File: src/hdl/priority_prefix_rule_classifier_unit_defines.svh
// Assertion macros for the prefix rule classifier.
// Every use expects a clock named clk and a synchronous reset named rst in scope.
`ifndef PRIORITY_PREFIX_RULE_CLASSIFIER_UNIT_DEFINES_SVH
`define PRIORITY_PREFIX_RULE_CLASSIFIER_UNIT_DEFINES_SVH

// Check a property on every rising clock edge outside reset.
`define PPRC_ASSERT(lbl, prop, msg) \
  lbl: assert property (@(posedge clk) disable iff (rst) prop) else $error(msg);

// Check that a condition is followed by its consequence in the next cycle.
`define PPRC_ASSERT_NEXT(lbl, ante, cons, msg) \
  lbl: assert property (@(posedge clk) disable iff (rst) (ante) |=> (cons)) else $error(msg);

`endif

File: src/hdl/pprc_pkg.sv
// Shared types and constants for the prefix rule classifier.
// No dependencies.
package pprc_pkg;

  localparam int DATA_W   = 64;
  localparam int BITS_W   = 7;
  localparam int LEN_W    = 4;
  localparam int PRIO_W   = 32;
  localparam int VALUE_W  = 32;
  localparam int CFG_W    = 3;

  localparam int DEF_RULE_SLOTS  = 64;
  localparam int DEF_MAX_FIELDS  = 4;
  localparam int DEF_FIELD_BYTES = 8;

  localparam logic [CFG_W-1:0] CFG_FIELDS_RESET = 3'd4;

  localparam logic [1:0] REQ_ADD      = 2'd0;
  localparam logic [1:0] REQ_COMPILE  = 2'd1;
  localparam logic [1:0] REQ_LOOKUP   = 2'd2;
  localparam logic [1:0] REQ_RESERVED = 2'd3;

  typedef enum logic [1:0] {
    ST_OK      = 2'd0,
    ST_PHASE   = 2'd1,
    ST_NOMATCH = 2'd2,
    ST_FULL    = 2'd3
  } status_t;

  typedef enum logic [3:0] {
    S_IDLE = 4'b0001,
    S_SCAN = 4'b0010,
    S_WAIT = 4'b0100,
    S_FIN  = 4'b1000
  } state_t;

  // One field operand of the comparator.
  typedef struct packed {
    logic [DATA_W-1:0] data;
    logic [BITS_W-1:0] bits;
    logic [LEN_W-1:0]  len;
  } fld_t;

endpackage

File: src/hdl/pprc_field_cmp.sv
// Shared field comparator: one rule field against one query field.
// Depends on pprc_pkg.
module pprc_field_cmp import pprc_pkg::*; #(
  parameter int FIELD_BYTES = DEF_FIELD_BYTES
) (
  input  fld_t rule_fld,
  input  fld_t qry_fld,
  output logic hit
);

  localparam int W = 8 * FIELD_BYTES;
  localparam logic [DATA_W-1:0] WIN =
    (W >= DATA_W) ? {DATA_W{1'b1}} : ((64'd1 << W) - 64'd1);

  logic [DATA_W-1:0] mask;

  always_comb begin
    if (32'(rule_fld.bits) >= W) begin
      mask = WIN;
    end else begin
      mask = WIN ^ (WIN >> rule_fld.bits);
    end
  end

  // Wildcard query, or long enough and equal under the prefix mask.
  assign hit = (qry_fld.bits == '0) ||
               (!(qry_fld.len < rule_fld.len) &&
                (((rule_fld.data ^ qry_fld.data) & mask) == '0));

endmodule

File: config.mk
export PLATFORM = sky130hd
export DESIGN_NAME = pprc_field_cmp
export DESIGN_NICKNAME = d
export VERILOG_FILES = /design/src/hdl/priority_prefix_rule_classifier_unit_defines.svh /design/src/hdl/pprc_pkg.sv /design/src/hdl/pprc_field_cmp.sv
export SDC_FILE = /design/constraint.sdc
export NUM_CORES = 1
export LEC_CHECK = 0
export BUFFER_PORTS_ARGS = -buffer_cell sky130_fd_sc_hd__buf_2
export CORE_ASPECT_RATIO = 1.4
export CORE_MARGIN = 2
export CORE_UTILIZATION = 35
export DETAILED_ROUTE_END_ITERATION = 7
export PLACE_DENSITY = 0.84
export SLEW_MARGIN = 0
export SYNTH_ARGS = -nofsm -noshare
export SYNTH_HDL_FRONTEND = slang
export SYNTH_SLANG_ARGS = --single-unit
File: constraint.sdc
create_clock -name vclk -period 4.9
set_input_delay 0.245 -clock vclk [all_inputs]
set_output_delay 0.245 -clock vclk [all_outputs]
set_load 0.01 [all_outputs]
==> out/results.ini <==
[final_layout]
register_area_um2=0
seq_cells=0
final_layout_size_suffix_gt1_share_pct=44.6
final_util_pct=54.5
area_growth_pct=50.3
antenna_cells_inserted=0
stdcell_area_um2=2310
clkbuf_count=0
fillers=436
final_nets=514

[critical_path]
crit_fanout=15
cp-end-kind=primary output
cp-start-kind=input port
worst_ep_required_time_ps=4660
critPathKind=input port to primary output
worst_ep_arrival_time_ps=2630

[global_route]
grt_max_degree=23
grt_overflow_total=0
grt_pass1_vias=2143
grtUsageMet3_pct=1.40
grt_use_met1_pct=25.7
grt_antenna_before_repair=0
top_usage_layer=met2
gr-usage-met2_pct=42.7
grt_pass1_wl_um=8840
track_usage_pct=22.1

[sta]
rsz0062_at_grt=false
hold_violations=0
clock.fmax_ghz=0.348
final-setup-viol-count=0
setup_tns_ps=0
final-max-slew-violation-count=0
fin_crit_ps=2870
min_period_over_period_pct=58.6
worstMarginPinSlew_ps=589
hold_slack_ps=903
slew_headroom_pct=60.5

[synthesis]
yosysWarnings=0
syn_nets=372
ys_seq_area_share_pct=0
synth_area_um2=1540
synth_cell_types=52
yosysTopAreaCellShare_pct=18.2
avgSynthCellArea_um2=7.02
synth_area_leaders=xor2_1 18%, xnor2_1 18%, a21oi_1 7.5%
synthCells=219
yosysTopAreaCell=xor2_1

[die]
ioPinCount=151
start_util_pct=36.2
die_w_um=60.0
chipHeight_um=82.4
coreArea_um2=4240
dieArea_um2=4940
rows=28

[flow_run]
max-cap-violations=0

[placed_design]
place_congestion=0.906
hpwl_um=4980
io_buffers=151
placed_area_um2=2310

[cts]
ctsResizeCount=0
cts_setup_buffers=0
cts_hold_buf=0

[status]
status=finished clean

[power_and_ir_drop]
p_per_area_nw_per_um2=88.2
ir_worst_vdd_v=0.0000511
power_leakage_uw=0.00107

[routing]
vias_per_cell=5.37
wire_per_inst_um=14.1
drtIter0Drc=98
drtPass1Iterations=5
route.detailed.drc=0
drtAntennaViolNets=0
via_count=2252
wirelength_um=5910

[min_path]
hp-class=input port to primary output
holdPathStages=4

[where the power goes]
part / leakage, uW / internal, uW / total, uW / switching (uW)
Sequential: 0 / 0 / 0 / 0
Clock: 0 / 0 / 0 / 0
Combinational: 0.00107 / 102 / 204 / 102
Total: 0.00107 / 102 / 204 / 102
[layer usage]
metal | vias to the layer above | part of all wire (%) | routed length [um]
li1 | 1101 | - | -
met1 | 1001 | 37 | 2160
met2 | 136 | 53 | 3150
met3 | 14 | 7.9 | 464
met4 | 0 | 2.2 | 129
met5 | - | 0 | 0
[cells in the mapped netlist (all sizes together) (4+ instances only)]
master   number
xor2         32
xnor2        31
a21oi        23
o21ai        22
nor2         11
buf           9
nand2         9
a31oi         8
nor3          6
inv           5
nand3         5
a2111oi       4
nand4         4
nor4          4
[worst paths after layout]
path,from,to,slack [ps]
setup / recovery,rule_fld[10],hit,2030
hold / removal,qry_fld[9],hit,900
[area by class of cell]
| type | instances | area (um^2) | share of cell area [%] |
|---|---|---|---|
| inverter | 5 | 18.8 | 0.813 |
| multi-input combinational | 203 | 1460 | 63.2 |
| tap | 60 | 75.1 | 3.25 |
| timing repair buffer | 151 | 756 | 32.7 |
[placed cells by master, fill, tap and decap left out, types with 2 or more instances in the layout]
cell type / n
nand2_1: 9
buf_2: 151
o221ai_1: 2
nand3_1: 4
o21ai_0: 18
nor2_4: 2
nor4_1: 3
or3_1: 2
a2111oi_2: 2
nor2b_1: 3
inv_1: 5
ha_1: 3
a21o_1: 2
nor3_1: 5
o2111ai_1: 3
nor2_1: 8
a211o_1: 3
nand4_1: 4
xor2_1: 32
a2111oi_0: 2
and2_1: 2
o21ai_1: 4
o211ai_1: 2
or2_1: 3
xnor2_1: 31
a221oi_1: 2
a31oi_1: 8
a21oi_1: 23
[cell families (layout without fill, tap and decap cells)]
logic type                 count (synthesis)  after routing  share of synthesized area [%]
AOI/OAI and AO/OA                         83             83                           35.6
xor gates and xnor gates                  63             63                           35.9
and+or+nand+nor                           53             53                           20.4
buffers and inverters                     16            156                           4.97
adders and majority gates                  4              4                           3.09
[critical path: stages]
cell and delay, ps:
buf_2 210, nor2_2 510, a21oi_1 150, a211o_1 320, a2111oi_2 360, nand4_1 180, nor4_1 290, a2bb2oi_1 190
buf_2 160
[through the flow]
stage	instances	power (uW)	setup slack (ps)
global placement	419	199	2240
detailed placement	419	202	2110
finish	419	204	2030
floorplan	219	111	2830
CTS	419	203	2110
global route	419	223	1890
Power figures use the tool's default switching activity.
